**src/sv/pnt_pkg.sv**
```systemverilog
package pnt_pkg;

   // Store geometry and counter width
   localparam int ASSEMBLIES          = 24;
   localparam int STRIPS_PER_ASSEMBLY = 1280;
   localparam int COUNT_BITS          = 24;
   localparam int STORE_DEPTH         = ASSEMBLIES * STRIPS_PER_ASSEMBLY;
   localparam int ADDR_BITS           = $clog2(STORE_DEPTH);
   localparam logic [COUNT_BITS-1:0] COUNT_MAX = '1;

   // Fixed field widths
   localparam int Q_BITS   = 20;
   localparam int SSD_BITS = 56;
   localparam int DIV_BITS = 64;
   localparam int STEP_BITS = 7;

   // Divider step counts: rounded mean, squared deviation, variance
   localparam int MEAN_DIV_STEPS = (COUNT_BITS > 21 ? COUNT_BITS : 21) + 1;
   localparam int SQ_DIV_STEPS   = 2 * Q_BITS;
   localparam int VAR_DIV_STEPS  = DIV_BITS;

   // Register indexes
   localparam logic [2:0] CSR_MEAN_LOW   = 3'd0;
   localparam logic [2:0] CSR_MEAN_HIGH  = 3'd1;
   localparam logic [2:0] CSR_SIGMA_LOW  = 3'd2;
   localparam logic [2:0] CSR_SIGMA_HIGH = 3'd3;
   localparam logic [2:0] CSR_TIMEBIN    = 3'd4;

   typedef struct packed {
      logic [11:0] mean_low;
      logic [11:0] mean_high;
      logic [11:0] sigma_low;
      logic [11:0] sigma_high;
      logic [3:0]  timebin_limit;
   } cfg_type;

   // Classified sample between front and back
   typedef struct packed {
      logic                 ok;
      logic [ADDR_BITS-1:0] idx;
      logic [4:0]           assembly;
      logic [10:0]          strip;
      logic [2:0]           disk;
      logic [11:0]          sample;
      logic [3:0]           time_bin;
   } entry_type;

   // One strip record in the store
   typedef struct packed {
      logic [COUNT_BITS-1:0] osc;
      logic [SSD_BITS-1:0]   ssd;
      logic [Q_BITS-1:0]     mean;
      logic [COUNT_BITS-1:0] count;
   } rec_type;

   typedef enum logic [3:0] {
      B_CLEAR, B_IDLE, B_READ, B_DMEAN, B_DSQ, B_SSD, B_DVAR, B_SQRT, B_DONE
   } back_state_type;

   localparam logic [2:0] DISK_TABLE [24] = '{
      3'd3, 3'd6, 3'd2, 3'd5, 3'd1, 3'd3, 3'd4, 3'd6, 3'd3, 3'd6, 3'd5, 3'd5,
      3'd2, 3'd1, 3'd3, 3'd1, 3'd4, 3'd2, 3'd5, 3'd6, 3'd4, 3'd4, 3'd2, 3'd1};

   function automatic logic [2:0] disk_of(input logic [4:0] asm_id);
      logic [2:0] d;
      d = 3'd0;
      if (asm_id < 5'd24) d = DISK_TABLE[asm_id];
      return d;
   endfunction

endpackage

```
**src/sv/pnt_front.sv**
```systemverilog
module pnt_front import pnt_pkg::*; (
   input  logic [1:0]  readout_board,
   input  logic [2:0]  arm_index,
   input  logic [4:0]  chip_index,
   input  logic [7:0]  strip_in_chip,
   input  logic [3:0]  time_bin,
   input  logic [11:0] sample_value,
   input  logic [3:0]  timebin_limit,
   output entry_type   entry
);

   logic       addr_ok;
   logic       range_ok;
   logic [5:0] asm_w;
   logic [4:0] chip_sub;
   logic [3:0] chip_m;
   logic [10:0] strip_w;

   // Address checks
   always_comb begin
      addr_ok = (chip_index <= 5'd21) && (chip_index != 5'd10) && (chip_index != 5'd11)
             && ((readout_board == 2'd1) || (readout_board == 2'd2))
             && (arm_index <= 3'd5) && !strip_in_chip[7]
             && (time_bin <= timebin_limit);
   end

   // Assembly and strip mapping
   always_comb begin
      asm_w = ((readout_board == 2'd2) ? 6'd12 : 6'd0) + {2'b00, arm_index, 1'b0}
            + {5'd0, (chip_index > 5'd10)};
      chip_sub = chip_index - 5'd12;
      chip_m   = (chip_index >= 5'd12) ? chip_sub[3:0] : chip_index[3:0];
      strip_w  = {chip_m, strip_in_chip[6:0]};
      range_ok = (32'(asm_w) < ASSEMBLIES) && (32'(strip_w) < STRIPS_PER_ASSEMBLY);
   end

   always_comb begin
      entry.ok       = addr_ok && range_ok;
      entry.idx      = ADDR_BITS'(32'(asm_w) * STRIPS_PER_ASSEMBLY + 32'(strip_w));
      entry.assembly = asm_w[4:0];
      entry.strip    = strip_w;
      entry.disk     = disk_of(asm_w[4:0]);
      entry.sample   = sample_value;
      entry.time_bin = time_bin;
   end

endmodule

```
**config.mk**
```make
export PLATFORM = sky130hd
export DESIGN_NAME = pnt_front
export DESIGN_NICKNAME = d
export VERILOG_FILES = /design/src/sv/pnt_pkg.sv /design/src/sv/pnt_front.sv
export SDC_FILE = /design/constraint.sdc
export NUM_CORES = 1
export LEC_CHECK = 0
export BUFFER_PORTS_ARGS = -buffer_cell sky130_fd_sc_hd__buf_4
export CORE_MARGIN = 2
export CORE_UTILIZATION = 25
export DETAILED_ROUTE_END_ITERATION = 8
export SYNTH_ARGS = -nofsm -noshare
export SYNTH_HDL_FRONTEND = slang
export SYNTH_SLANG_ARGS = --single-unit
```
**constraint.sdc**
```tcl
create_clock -name vclk -period 6.96
set_input_delay 1.392 -clock vclk [all_inputs]
set_output_delay 1.392 -clock vclk [all_outputs]
set_load 0.03 [all_outputs]
```
==> out/results.ini, run 1 <==
[route]
final_antenna_net_count=0
routed_wirelength_um=2092
drc=0
via_per_inst=4.404
drtIter0Drc=4
post_drt_wl_per_cell_um=10.84
detailroute.via_count=850
dr.pass1.iters=2

[sta]
timing.final.ws_setup_ns=1.307
timing_worst_slew_pin_value_ns=0.3919
timing_max_transition_violations_final=0
fin_setup_tns_ns=0
endpoints_failing_setup=0
rsz_0062_raised_after_global_routing=no
post-route-period-util_pct=81.22
report.final.hold_viol_count=0
timing.max_slew.rel_slack_pct=73.87
layout_min_cycle_time_ns=5.653
max_freq_mhz=176.9

[global_routing]
grt_util_all_layers_pct=8.321
wire_length_of_the_first_global_routing_pass_um=3532
grt_antenna_before_repair=0
first_global_vias=834
grt_start_max_net_pins=12
overflow=0

[synthesis]
netlist.area_leader.share_pct=26.74
synth.net_count=197
post-synth-top-area-cell=ha_1
synth_cell_count_leaders=buf_4, ha_1, inv_1, a21oi_1, nand2_1
netlist_area_sq_mm=0.001076
netlist_instances=134
synth-warning-count=0
yosysMostFrequentCell=buf_4
yosysSeqAreaShare_pct=0
netlist-cell-type-count=35
synth_top_cells_by_area=ha_1, buf_4, inv_1
synthesis.area_per_instance_sq_um=8.030

[critical_path]
worst-setup-path-type=input port to output port
crit_path_end_kind=output port
critPathArrivalTime_ns=4.26
critical_path_required_ns=5.57
timing.critical_path.fanout_max=8
start_kind=input port

[final_layout]
area_growth_syn_to_fin_pct=12.44
design.final.nets=208
nClkBuffers=0
flops_and_latches=0
antenna_cells_inserted=0
seqCellArea_sq_um=0
total_area_of_multi_input_combinational_cells_sq_um=772.0
layout.filler_cells=445
layout-drive-gt1-share_pct=35.66

[floorplanning]
ioPinCount=89
core.rowCount=23
die_width_um=69.61
core_region_area_sq_mm=0.004058
floorplan.initialDensity_pct=26.52
area_enclosed_by_the_die_boundary_sq_mm=0.004845
die_height_um=69.61

[placed_design]
gp_congestion=0.7260
port-buffer-count=44
detailedPlacementHpwl_um=1824
post_placement_worst_setup_slack_ns=1.273

[power]
power_leakage_nw=0.6503
power.density_cell_area_mw_per_mm2=151.6
power.ir.vdd_worst_mv=0.04677

[clock_tree]
post_cts_buffers=0
cts.repair.resized=0
ctsHoldBuffers=0

[status]
run_status=finished, final reports clean

[worst_hold_path]
min-delay-path-class=input port to output port

[flow_run]
maxCapViolCount=0

## placed cells by master, fill, tap and decap left out, types with 3 or more instances in the layout
cell     Yosys  layout
xor2_1       5       5
a21o_1       3       3
nand4_1      3       3
buf_4       34      44
nand2_1      8       8
ha_1        23      23
inv_1       12      12
a21oi_1      8       8
xnor2_1      4       4
nor3_1       3       3
## stage by stage
stage | utilization [%] | power, mW | cells | hold WS, ns | cell area (sq um)
2_1_floorplan | - | 0.1550 | 134 | 2.916 | 1076
3_3_place_gp | 29.82 | 0.1849 | 193 | 2.784 | 1210
3_5_place_dp | 29.82 | 0.1854 | 193 | 2.784 | 1210
4_1_cts | 29.82 | 0.1862 | 193 | 2.784 | 1210
5_1_grt | 29.82 | 0.1996 | 193 | 2.784 | 1210
6_report | 29.82 | 0.1834 | 193 | 2.784 | 1210
## final cells by class
cell class,instances,area share [%]
Multi-Input combinational cell,87,63.81
Timing Repair Buffer,44,27.30
Inverter,12,3.723
Tap cell,50,5.171
## metal layers
layer	wire (um)	global-route usage, %
met3	90	1.308
met5	0	0
met1	959	10.29
met4	0	1.525
met2	1042	15.17
## worst paths after layout
kind	end	cells past startpoint	slack [ns]	startpoint
max	entry[49]	14	1.31	readout_board[0]
min	entry[14]	0	2.78	sample_value[10]
## logic make-up after synthesis
logic type | synth area share [%]
buffers and inverters | 28.25
AND/OR/NAND/NOR | 12.44
AO/OA/AOI/OAI | 15.12
multiplexers | 4.884
XOR/XNOR | 8.837
adder cells (fa/ha/maj) | 30.47
## report_power, final
group          switching (mW)  internal, mW  leakage (nW)
Sequential                  0             0             0
Clock                       0             0             0
Combinational           0.108        0.0755         0.650
Total                   0.108        0.0755         0.650
## worst max-delay path, stage by stage
cell and delay (ns):
buf_4 0.08, inv_1 0.04, ha_1 0.24, xor2_1 0.17
ha_1 0.20, a21oi_2 0.32, inv_1 0.16, ha_1 0.34
fa_1 0.43, xor2_1 0.24, nand4_1 0.14, xor2_1 0.20
xnor2_1 0.13, buf_4 0.17
Power figures use the tool's default switching activity.
==> run 2: changes to the inputs <==
- clock period: 6.96 -> 5 ns (I/O delays scaled with it)
==> run 2 against run 1 <==
  * Final area rose by 2.2%
  * Utilization is 0.65 points higher
  * Critical path depth down 1
  * Cell count grew 1.0%
  * Global-route usage down 0.18 points
  * Hold slack got worse by 0.78 ns
  * Largest power group unchanged
==> out/results.ini, run 2 (synthesis results as in run 1) <==
[critical_path]
start_kind=input port
critPathArrivalTime_ns=3.72
crit_path_end_kind=output port
critical_path_required_ns=4.00
timing.critical_path.fanout_max=9
worst-setup-path-type=input port to output port
crit_start=readout_board[0]
crit_end=entry[49]

[route]
post_drt_wl_per_cell_um=10.86
routed_wirelength_um=2117
via_per_inst=4.390
detailroute.via_count=856
dr.pass1.iters=4
final_antenna_net_count=0
drtIter0Drc=18
drc=0

[status]
run_status=finished, final reports clean

[power]
power.ir.vdd_worst_mv=0.06556
power.density_cell_area_mw_per_mm2=210.7
total_switching_power_mw=0.1521
power_frac_comb_pct=100.0
power.internal_mw=0.1084
p_seq_share_pct=0
clock_power_share_pct=0
switching_share_pct=58.39
power_leakage_nw=0.6662

[floorplanning]
floorplan.initialDensity_pct=26.52
area_enclosed_by_the_die_boundary_sq_mm=0.004845
core.rowCount=23
die_width_um=69.61
die_height_um=69.61
ioPinCount=89
core_region_area_sq_mm=0.004058

[final_layout]
antenna_cells_inserted=0
layout.cells.non_filler=195
area_growth_syn_to_fin_pct=14.88
design.final.nets=210
seqCellArea_sq_um=0
nClkBuffers=0
layout.cells.most_common_list=buf_4, ha_1, inv_1, nand2_1, a21oi_1
layout-drive-gt1-share_pct=37.93
layout_commonest_cell=buf_4
final_util_pct=30.47
layout.filler_cells=438
flops_and_latches=0

[sta]
report.final.hold_viol_count=0
endpoints_failing_setup=0
fin_setup_tns_ns=0
timing_max_transition_violations_final=0
layout_min_cycle_time_ns=4.716
post-route-period-util_pct=94.32
timing_worst_slew_pin_value_ns=0.3769
timing.max_slew.rel_slack_pct=74.75
max_freq_mhz=212.0
rsz_0062_raised_after_global_routing=no

[placed_design]
detailedPlacementHpwl_um=1833
gp_congestion=0.7492
port-buffer-count=44
placed_cells_incl_taps=195

[global_routing]
first_global_vias=815
grt_antenna_before_repair=0
overflow=0
grt_start_max_net_pins=11
grt_util_all_layers_pct=8.145
wire_length_of_the_first_global_routing_pass_um=3456

[worst_hold_path]
min-delay-path-class=input port to output port

[flow_run]
maxCapViolCount=0

## run 2: cell count changes in the layout (fill, tap and decap cells not counted), sizes merged
cell  previous run  this run
buf             44        46
## run 2: final cells by class
cell class                 instances  area, sq um  share of cell area [%]
multi-input combinational         87        783.3                   63.36
timing repair buffer              46        345.3                   27.94
tap                               50        62.56                   5.061
inverter                          12        45.04                   3.644
## run 2: layer usage
metal  share of wire, %  wire [um]  GRT usage [%]
met5                  0          0              0
met4                  0          0         0.6536
met3                5.2        111          1.163
met2                 45        952          13.57
met1                 50       1052          11.53
## run 2: worst min-delay path by stage
stage                           end  depth (start not counted)            start
after floorplan            entry[0]                          1      time_bin[0]
after global placement    entry[10]                          0  sample_value[6]
after detailed placement  entry[10]                          0  sample_value[6]
after CTS                 entry[10]                          0  sample_value[6]
after global routing      entry[13]                          0  sample_value[9]
final                     entry[11]                          0  sample_value[7]
## run 2: stage by stage
step	hold WS, ns	total power, mW	cell area (sq um)	setup WS [ns]
final	2.000	0.2605	1236	0.2838
after global routing	2.000	0.2825	1236	0.08684
after CTS	2.000	0.2643	1232	0.1593
after detailed placement	2.000	0.2628	1232	0.1646
after global placement	2.000	0.2626	1232	0.2454
after floorplan	2.132	0.2182	1084	0.1124
## run 2: critical path, cell delays in order
cell and delay [ns]:
buf_4 0.07, inv_1 0.04, ha_1 0.24, xnor2_2 0.33, inv_1 0.25, ha_1 0.24
ha_1 0.22, fa_1 0.38, xor2_1 0.25, nand4_1 0.15, xor2_1 0.24, xnor2_2 0.13
buf_4 0.17
## run 2: repair_timing
action / CTS / global route
resized for setup: 0 / 1
buffers inserted: 0 / 0
hold buffers: 0 / 0
endpoints found under the setup margin: 0 / 1
## run 2: power groups by stage
stage	logic [mW]	clock network (mW)	registers, mW
final	0.260	0	0
after global routing	0.283	0	0
after CTS	0.264	0	0
after detailed placement	0.263	0	0
after global placement	0.263	0	0
after floorplan	0.218	0	0
