**config.mk**
```make
export PLATFORM = sky130hd
export DESIGN_NAME = pnt_queue
export DESIGN_NICKNAME = d
export VERILOG_FILES = /design/src/sv/pnt_pkg.sv /design/src/sv/pnt_queue.sv
export SDC_FILE = /design/constraint.sdc
export NUM_CORES = 1
export LEC_CHECK = 0
export BUFFER_PORTS_ARGS = -buffer_cell sky130_fd_sc_hd__clkbuf_2
export CAP_MARGIN = 20
export CELL_PAD_IN_SITES_DETAIL_PLACEMENT = 0
export CELL_PAD_IN_SITES_GLOBAL_PLACEMENT = 1
export CORE_MARGIN = 1.5
export CORE_UTILIZATION = 25
export CTS_CLUSTER_DIAMETER = 80
export DETAILED_ROUTE_END_ITERATION = 10
export PLACE_DENSITY = 0.6
export SLEW_MARGIN = 40
export SYNTH_ARGS = -nofsm -noshare
export SYNTH_HDL_FRONTEND = slang
export SYNTH_SLANG_ARGS = --single-unit
```
**constraint.sdc**
```tcl
create_clock -name clock -period 5.6 [get_ports clock]
set_clock_uncertainty 0.1 [all_clocks]
set_input_delay 1.68 -clock clock [delete_from_list [all_inputs] [get_ports clock]]
set_output_delay 1.68 -clock clock [all_outputs]
set_load 0.01 [all_outputs]
```
**src/sv/pnt_pkg.sv**
```systemverilog
package pnt_pkg;

   // Store geometry and counter width
   localparam int ASSEMBLIES          = 24;
   localparam int STRIPS_PER_ASSEMBLY = 1280;
   localparam int COUNT_BITS          = 24;
   localparam int STORE_DEPTH         = ASSEMBLIES * STRIPS_PER_ASSEMBLY;
   localparam int ADDR_BITS           = $clog2(STORE_DEPTH);
   localparam logic [COUNT_BITS-1:0] COUNT_MAX = '1;

   // Fixed field widths
   localparam int Q_BITS   = 20;
   localparam int SSD_BITS = 56;
   localparam int DIV_BITS = 64;
   localparam int STEP_BITS = 7;

   // Divider step counts: rounded mean, squared deviation, variance
   localparam int MEAN_DIV_STEPS = (COUNT_BITS > 21 ? COUNT_BITS : 21) + 1;
   localparam int SQ_DIV_STEPS   = 2 * Q_BITS;
   localparam int VAR_DIV_STEPS  = DIV_BITS;

   // Register indexes
   localparam logic [2:0] CSR_MEAN_LOW   = 3'd0;
   localparam logic [2:0] CSR_MEAN_HIGH  = 3'd1;
   localparam logic [2:0] CSR_SIGMA_LOW  = 3'd2;
   localparam logic [2:0] CSR_SIGMA_HIGH = 3'd3;
   localparam logic [2:0] CSR_TIMEBIN    = 3'd4;

   typedef struct packed {
      logic [11:0] mean_low;
      logic [11:0] mean_high;
      logic [11:0] sigma_low;
      logic [11:0] sigma_high;
      logic [3:0]  timebin_limit;
   } cfg_type;

   // Classified sample between front and back
   typedef struct packed {
      logic                 ok;
      logic [ADDR_BITS-1:0] idx;
      logic [4:0]           assembly;
      logic [10:0]          strip;
      logic [2:0]           disk;
      logic [11:0]          sample;
      logic [3:0]           time_bin;
   } entry_type;

   // One strip record in the store
   typedef struct packed {
      logic [COUNT_BITS-1:0] osc;
      logic [SSD_BITS-1:0]   ssd;
      logic [Q_BITS-1:0]     mean;
      logic [COUNT_BITS-1:0] count;
   } rec_type;

   typedef enum logic [3:0] {
      B_CLEAR, B_IDLE, B_READ, B_DMEAN, B_DSQ, B_SSD, B_DVAR, B_SQRT, B_DONE
   } back_state_type;

   localparam logic [2:0] DISK_TABLE [24] = '{
      3'd3, 3'd6, 3'd2, 3'd5, 3'd1, 3'd3, 3'd4, 3'd6, 3'd3, 3'd6, 3'd5, 3'd5,
      3'd2, 3'd1, 3'd3, 3'd1, 3'd4, 3'd2, 3'd5, 3'd6, 3'd4, 3'd4, 3'd2, 3'd1};

   function automatic logic [2:0] disk_of(input logic [4:0] asm_id);
      logic [2:0] d;
      d = 3'd0;
      if (asm_id < 5'd24) d = DISK_TABLE[asm_id];
      return d;
   endfunction

endpackage

```
**src/sv/pnt_queue.sv**
```systemverilog
module pnt_queue import pnt_pkg::*; (
   input  logic      clock,
   input  logic      reset,
   input  logic      push,
   input  entry_type push_entry,
   input  logic      pop,
   output logic      full,
   output logic      nonempty,
   output entry_type head
);

   entry_type  slot_ff [2];
   logic       wp_ff, wp_in;
   logic       rp_ff, rp_in;
   logic [1:0] cnt_ff, cnt_in;

   // Pointers and fill count
   always_comb begin
      wp_in  = push ? ~wp_ff : wp_ff;
      rp_in  = pop ? ~rp_ff : rp_ff;
      cnt_in = cnt_ff + {1'b0, push} - {1'b0, pop};
   end

   always_ff @(posedge clock) begin
      if (reset) begin
         wp_ff  <= 1'b0;
         rp_ff  <= 1'b0;
         cnt_ff <= 2'd0;
      end else begin
         wp_ff  <= wp_in;
         rp_ff  <= rp_in;
         cnt_ff <= cnt_in;
      end
   end

   always_ff @(posedge clock) begin
      if (push) slot_ff[wp_ff] <= push_entry;
   end

   assign full     = cnt_ff[1];
   assign nonempty = (cnt_ff != 2'd0);
   assign head     = slot_ff[rp_ff];

endmodule

```
==> flow_summary.ini, run 1 <==
[run_status]
status = completed

[worst_setup_path]
worstPathRequired_ns = 3.82
startpoint_type = register
cpPeakStageDelay_ns = 0.67
crit_chain = buf_12 > mux2_2 > clkbuf_2
arrival_ns = 1.81
critPathMaxFanout = 26
crit_type = reg2out
cp_slowest_cell = dfxtp_4
critPathCaptureType = output pin
r2r_start = wp_ff

[floorplanning]
pin_count = 108
die-area_sq_um = 17380
start_util_pct = 25.84
die_w_microns = 131.8
core-area_sq_um = 16060
fp.dieH_microns = 131.8
rows = 46

[timing]
hold_viol_final = 0
max_freq_ghz = 0.2789
rsz0062_at_grt = false
finalMaxSlewViolations = 0
finalSetupViolations = 0
fin_crit_sh_pct = 64.02
holdWs_ns = 0.4166
slew_headroom_pct = 53.67
setup_tns_ns = 0
fin_crit_ns = 3.585
tightest_slew_ns = 0.6950

[yosys]
yosys.area.top_type = edfxtp_1
synth_top_area_share_pct = 73.82
avgSynthCellArea_sq_um = 23.18
netlist_instances = 179
ys_ff_latch = 107
synth_area_sq_um = 4149
seq_area_frac_synth_pct = 76.24
syn_nets = 236
synth_cell_types = 14
ys_warn_count = 0
synthTopCellsByArea = edfxtp_1, mux2_4, buf_12, dfxtp_1, ha_1

[clock_network]
cts_num_sinks = 107
h-tree-depth = 3
cts_tree = done
clk_latency_ns = 0.34
clk_path_buf_depth = 2
cts_resized = 0
cts-buffers-inserted = 9
root_buffer = clkbuf_16
clk_pin_slew_ns = 0.06
post_cts_buffers = 0
hold_buffers = 0

[grt]
track_usage_pct = 8.519
grt_overflow = 0
antenna_found_initial = 0
grt_pass1_vias = 2111
grt_start_max_net_pins = 28
grt_pass1_wl_mm = 11.12

[routing]
drt_iter0_drc = 73
totalWireLength_mm = 7.060
drc = 0
num_vias = 1961
ant_nets = 0
avgRoutedWirePerCell_microns = 13.66
routed_via_density = 3.793
first_pass_iters = 4

[run]
drv_cap = 0

[worst_hold_path]
min-delay-start = rp_ff
hold_path_class = reg2reg

[finish]
nets = 353
fill_cells = 1566
final_layout_size_suffix_gt1_share_pct = 58.80
ff_latch_area_sq_um = 3167
post-route-util_pct = 32.37
multi_input_area_sq_um = 875.8
synthToLayoutAreaGrowth_pct = 25.30
diodes = 0
fin_area_sq_um = 5199

[power]
ir_drop_mv = 0.1530
total_power_mw = 1.782
cellLeakagePower_nw = 2.054
power_density_nw_per_um2 = 342.7

[place]
hpwl_mm = 4.940
place_congestion = 0.6502
placed_cell_area_sq_um = 4921
port_buffers = 107
[sequential cells by signal, summed over array words and instances (netlist names), named ones only]
| register | flops |
|---|---|
| rp_ff | 1 |
| cnt_ff | 2 |
| wp_ff | 1 |
| slot_ff | 102 |
[area by class of cell]
class	instances	share of cell area, %
Tap cell	216	5.199
Timing Repair Buffer	112	11.55
Multi-Input combinational cell	64	16.85
Clock buffer	12	4.549
Sequential cell	107	60.91
Clock inverter	4	0.7942
Inverter	2	0.1444
[synth_stat cells, drive strengths merged]
cell,instances
and2,1
buf,6
dfxtp,5
edfxtp,102
ha,2
inv,2
mux2,51
nor2,4
nor2b,2
or2,1
xnor2,2
xnor3,1
[metrics by stage]
| step | setup slack (ns) | std cells |
|---|---|---|
| finish | 2.015 | 517 |
| global route | 1.894 | 517 |
| CTS | 1.906 | 517 |
| detailed placement | 2.153 | 501 |
| global placement | 1.989 | 498 |
| floorplan | 1.095 | 179 |
[path summary, 6_finish.rpt]
path | endpoint | slack (ns) | cells past startpoint
min reg2reg | register | 0.42 | 2
max reg2reg | slot_ff[1][44] | 3.63 | 2
min | register | 0.42 | 2
max | head[50] | 2.01 | 3
[worst max-delay path: cells and delay by family (launching register included)]
kind | cells | cell delay, ns
mux | 1 | 0.36
flops | 1 | 0.67
buf+inv | 2 | 0.42
[report_power, final]
part           internal, mW  leakage, nW  total [mW]  switching, mW
sequential            0.933         1.00       0.957         0.0236
combinational         0.125        0.921       0.228          0.103
clock                 0.343        0.133       0.597          0.254
[metal layers]
metal	global-route usage, %	routed length, microns	up-vias
met4	3.519	118	0
met5	0	0	-
met2	14.24	3547	66
met3	3.806	494	12
met1	9.469	2900	955
li1	-	-	928
[layout by cell type (no fill, tap or decap)]
cell       netlist  layout
clkbuf_2         0     107
edfxtp_1       102     102
mux2_4          50      50
clkbuf_16        0       9
nor2_1           4       4
dfxtp_1          5       4
clkbuf_1         0       3
clkinv_1         0       3
inv_1            2       2
xnor2_1          2       2
ha_1             2       2
buf_8            0       2
buf_4            0       2
mux2_2           1       1
or2_2            1       1
and2_2           0       1
nor2b_4          0       1
nor2b_1          2       1
xnor3_1          1       1
dfxtp_4          0       1
bufinv_16        0       1
buf_12           5       1
[logic make-up after synthesis]
logic type / synth area share (%)
flip-flops: 76.24
multiplexers: 18.37
XOR/XNOR: 0.9651
adder cells (fa/ha/maj): 0.6030
buffers and inverters: 2.865
AND/OR/NAND/NOR: 0.9651
No activity file was read; power rests on OpenSTA's default activity.
==> inputs of run 2 (changes only) <==
PLACE_DENSITY = 0.62   (was 0.6)
clock period = 3 ns   (was 5.6 ns; I/O delays follow)
==> run 2 against run 1 <==
Effect of this change: die area unchanged; worst setup slack worse by 1.6 ns; cell area about the same.
==> flow_summary.ini, run 2 (synthesized netlist as in run 1, its figures left out) <==
[routing]
first_pass_iters = 2
drc = 0
drt_iter0_drc = 80
ant_nets = 0
num_vias = 1939
routed_via_density = 3.758
avgRoutedWirePerCell_microns = 14.18
totalWireLength_mm = 7.319

[floorplanning]
pin_count = 108
core-area_sq_um = 16060
rows = 46
start_util_pct = 25.84
die-area_sq_um = 17380
fp.dieH_microns = 131.8
die_w_microns = 131.8

[finish]
top_register = slot_ff
ff_latch_area_sq_um = 3167
diodes = 0
post-route-util_pct = 32.38
final_common_cell = clkbuf_2
final_layout_size_suffix_gt1_share_pct = 59.67
multi_input_area_sq_um = 875.8
largest_reg_flops = 102
synthToLayoutAreaGrowth_pct = 25.33
layout_common_cells = clkbuf_2, edfxtp_1, mux2_4
top_regs = slot_ff x102, cnt_ff x2
fill_cells = 1575
nets = 352

[place]
port_buffers = 107
place_congestion = 0.6515
hpwl_mm = 4.834

[clock_network]
cts_resized = 0
root_buffer = clkbuf_16
cts-buffers-inserted = 9
post_cts_buffers = 0
cts_tree = done
clk_pin_slew_ns = 0.07
cts_num_sinks = 107
clk_path_buf_depth = 2
h-tree-depth = 3
clk_latency_ns = 0.34
hold_buffers = 0

[worst_setup_path]
critPathMaxFanout = 51
cp_slowest_cell = mux2_2
crit_chain = buf_12 > mux2_2 > clkbuf_2
r2r_start = wp_ff
crit_type = reg2out
regToRegEndpoint = slot_ff[1][50]
worstPathRequired_ns = 2.00
startpoint_type = register
critPathCaptureType = output pin
cpPeakStageDelay_ns = 0.39
worst-r2r-cell-count = 2
arrival_ns = 1.57
r2r_setup_slack_ns = 1.46

[grt]
grt_start_max_net_pins = 52
track_usage_pct = 8.658
antenna_found_initial = 0
grt_overflow = 0
grt_pass1_vias = 1990
grt_pass1_wl_mm = 11.06

[run]
drv_cap = 0

[worst_hold_path]
hold_end = rp_ff
hold_depth = 2
min-delay-start = rp_ff
hold_path_class = reg2reg

[timing]
max_freq_ghz = 0.3897
slew_headroom_pct = 67.87
finalSetupViolations = 0
tightest_slew_ns = 0.4809
fin_crit_sh_pct = 85.55
setup_tns_ns = 0
finalMaxSlewViolations = 0
hold_viol_final = 0
fin_crit_ns = 2.566
rsz0062_at_grt = false

[run_status]
status = completed

[power]
ir_drop_mv = 0.2364
cellLeakagePower_nw = 2.053
power_density_nw_per_um2 = 631.3
run 2: cell count changes in the layout (fill, tap and decap cells not counted):
cell / delta
buf_12: +3
buf_4: -2
buf_8: -2
bufinv_16: -1
clkinv_1: -3
clkinv_2: +2
clkinv_4: +2
run 2: worst max-delay path: cells and delay by family, from the launching register on:
kind     cells  cell delay [ns]
buf+inv      2             0.48
flops        1             0.35
mux          1             0.39
run 2: final cells by class:
| class | count | share of cell area [%] |
|---|---|---|
| Tap cell | 216 | 5.197 |
| Sequential cell | 107 | 60.90 |
| Clock inverter | 4 | 0.5294 |
| Inverter | 2 | 0.1444 |
| Clock buffer | 12 | 4.548 |
| Multi-Input combinational cell | 64 | 16.84 |
| Timing Repair Buffer | 111 | 11.84 |
run 2: worst max path at each step:
stage / from / to / slack, ns
2_1_floorplan: push / slot_ff[0][0] / 0.23
3_3_place_gp: register / head[50] / 0.78
3_5_place_dp: push / slot_ff[0][25] / 0.76
4_1_cts: register / head[50] / 0.38
5_1_grt: register / head[50] / 0.37
6_report: register / head[50] / 0.43
run 2: per-layer routing:
metal | part of all wire (%) | vias up | global-route usage, %
li1 | - | 927 | -
met1 | 45 | 941 | 10.40
met2 | 48 | 60 | 13.60
met3 | 5.7 | 11 | 3.499
met4 | 1.7 | 0 | 4.074
met5 | 0 | - | 0
run 2: power breakdown:
group          total [mW]  internal [mW]  switching, mW
registers            1.77           1.74         0.0267
logic               0.449          0.238          0.211
clock network        1.07          0.564          0.502
total                3.28           2.54          0.740
run 2: through the flow:
stage / hold slack [ns] / setup WS [ns] / area [sq um] / power [mW] / std cells
finish: 0.4233 / 0.4336 / 5200 / 3.283 / 516
detailed placement: 0.3976 / 0.7600 / 4936 / 2.264 / 500
global route: 0.4428 / 0.3671 / 5200 / 3.436 / 516
CTS: 0.4239 / 0.3826 / 5200 / 3.346 / 516
global placement: 0.3954 / 0.7769 / 4936 / 2.252 / 500
floorplan: 0.3799 / 0.2270 / 4151 / 2.099 / 179
==> inputs of run 3 (changes only) <==
clock period = 2.05 ns   (was 3 ns; I/O delays follow)
==> run 3 against run 2 <==
Effect of this change: the flow now finishes with violations (negative setup slack); power is 48% higher; wire length rose by 5.6%; global-route usage grew 0.33 points; largest cell class unchanged; cell count grew 1.6%; critical path depth increased by 1; highest routed layer unchanged; sequential power increased by 46%; die area stayed put; register-to-register slack lost 0.76 ns; via count is 4.4% higher.
==> flow_summary.ini, run 3 (synthesized netlist as in run 1, its figures left out) <==
[run_status]
status = finished, violations left
violations = negative setup slack

[finish]
fill_cells = 1560
synthToLayoutAreaGrowth_pct = 31.85
top_regs = slot_ff x102, cnt_ff x2
ff_latch_area_sq_um = 3167
nets = 363
largest_reg_flops = 102
top_register = slot_ff
diodes = 0
layout_common_cells = edfxtp_1, clkbuf_2, mux2_4
final_common_cell = edfxtp_1
final_layout_size_suffix_gt1_share_pct = 60.39
multi_input_area_sq_um = 879.6

[worst_setup_path]
regToRegEndpoint = slot_ff[1][14]
crit_type = reg2out
worst-r2r-cell-count = 2
cp_num_buf_inv = 3
critPathMaxFanout = 9
path_delay_family = flip-flops
r2r_start = wp_ff
critPathCaptureType = output pin
r2r_setup_slack_ns = 0.70
worstPathRequired_ns = 1.33
cp_slowest_cell = dfxtp_4
cpPeakStageDelay_ns = 0.39
startpoint_type = register
crit_chain = buf_4 > buf_12 > mux2_4 > clkbuf_2
arrival_ns = 1.45

[grt]
antenna_found_initial = 0
grt_start_max_net_pins = 52
track_usage_pct = 8.991
grt_pass1_wl_mm = 11.59
grt_pass1_vias = 2154
grt_overflow = 0

[routing]
routed_via_density = 3.865
avgRoutedWirePerCell_microns = 14.75
drc = 0
ant_nets = 0
num_vias = 2025
drt_iter0_drc = 93
first_pass_iters = 4
totalWireLength_mm = 7.730

[timing]
finalMaxSlewViolations = 0
fin_crit_ns = 2.162
finalSetupViolations = 50
rsz0062_at_grt = true
holdWs_ns = 0.3598
max_freq_ghz = 0.4625
fin_crit_sh_pct = 105.5
hold_viol_final = 0
tightest_slew_ns = 0.3202
slew_headroom_pct = 78.65
worst_slack_ns = -0.1122

[power]
ir_drop_mv = 0.3527
cellLeakagePower_nw = 2.163
total_power_mw = 4.863
power_density_nw_per_um2 = 889.1

[clock_network]
hold_buffers = 0
h-tree-depth = 3
cts-buffers-inserted = 9
root_buffer = clkbuf_16
clk_path_buf_depth = 2
cts_num_sinks = 107
cts_tree = done
clk_pin_slew_ns = 0.07
clk_latency_ns = 0.34

[worst_hold_path]
hold_path_class = in2reg
hold_end = slot_ff[1][20]
min-delay-start = push_entry[20]
hold_depth = 1

[floorplanning]
fp.dieH_microns = 131.8
pin_count = 108
rows = 46
die-area_sq_um = 17380
core-area_sq_um = 16060
die_w_microns = 131.8
start_util_pct = 25.84

[place]
hpwl_mm = 4.693
place_congestion = 0.6433
port_buffers = 107

[run]
drv_cap = 0
==> run 3: changes by cell type in the layout (fill, tap and decap cells not counted), moves of 2 or more <==
| cell | previous run | this run |
|---|---|---|
| clkbuf_2 | 107 | 86 |
| buf_6 | 0 | 24 |
| clkinv_4 | 2 | 0 |
| buf_4 | 0 | 3 |
| clkinv_2 | 2 | 0 |
| clkbuf_16 | 9 | 11 |
==> run 3: worst max-delay path by stage <==
stage	startpoint	end	depth (start not counted)
final	register	head[14]	4
after global routing	register	head[47]	4
after CTS	register	head[11]	4
after detailed placement	register	head[42]	3
after global placement	register	head[11]	3
after floorplan	push	slot_ff[0][0]	1
==> run 3: cell type report <==
| cell class | count | area share (%) |
|---|---|---|
| clock inverter | 1 | 0.06862 |
| timing repair buffer | 122 | 16.56 |
| inverter | 2 | 0.1372 |
| multi-input combinational | 64 | 16.08 |
| tap | 216 | 4.941 |
| clock buffer | 12 | 4.323 |
| sequential | 107 | 57.89 |
==> run 3: metal layers <==
layer	part of all wire, %	up-vias	GRT usage [%]
met3	4.4	13	2.537
met2	49	60	14.42
met4	2.4	0	5.556
met1	44	1008	10.72
li1	-	944	-
met5	0	-	0
==> run 3: stage by stage <==
step           TNS, ns  util (%)  setup slack (ns)  std cells  cell area (sq um)
2_1_floorplan        0         -            0.1261        179               4158
3_3_place_gp         0     30.79            0.1745        501               4943
3_5_place_dp         0     30.79            0.1676        501               4943
4_1_cts         -6.422     33.17           -0.1541        524               5326
5_1_grt         -6.600     34.07           -0.1692        524               5470
6_report        -3.559     34.07           -0.1122        524               5470
==> run 3: power by group <==
part	switching [mW]	leakage, nW	total, mW	internal, mW
registers	0.0426	1.00	2.59	2.55
clock network	0.682	0.116	1.48	0.801
logic	0.334	1.05	0.789	0.455
==> run 3: worst register-to-register path, delay by kind of cell, from the launching register on <==
kind                   cells  cell delay, ns
buffers and inverters      1            0.27
flip-flops                 1            0.40
AND/OR/NAND/NOR            1            0.20
==> run 3: what timing repair did <==
action / CTS / global route
gates resized for setup: 6 / 44
gates cloned: 2 / 2
buffers inserted: 8 / 1
endpoints found under the setup margin: 46 / 51
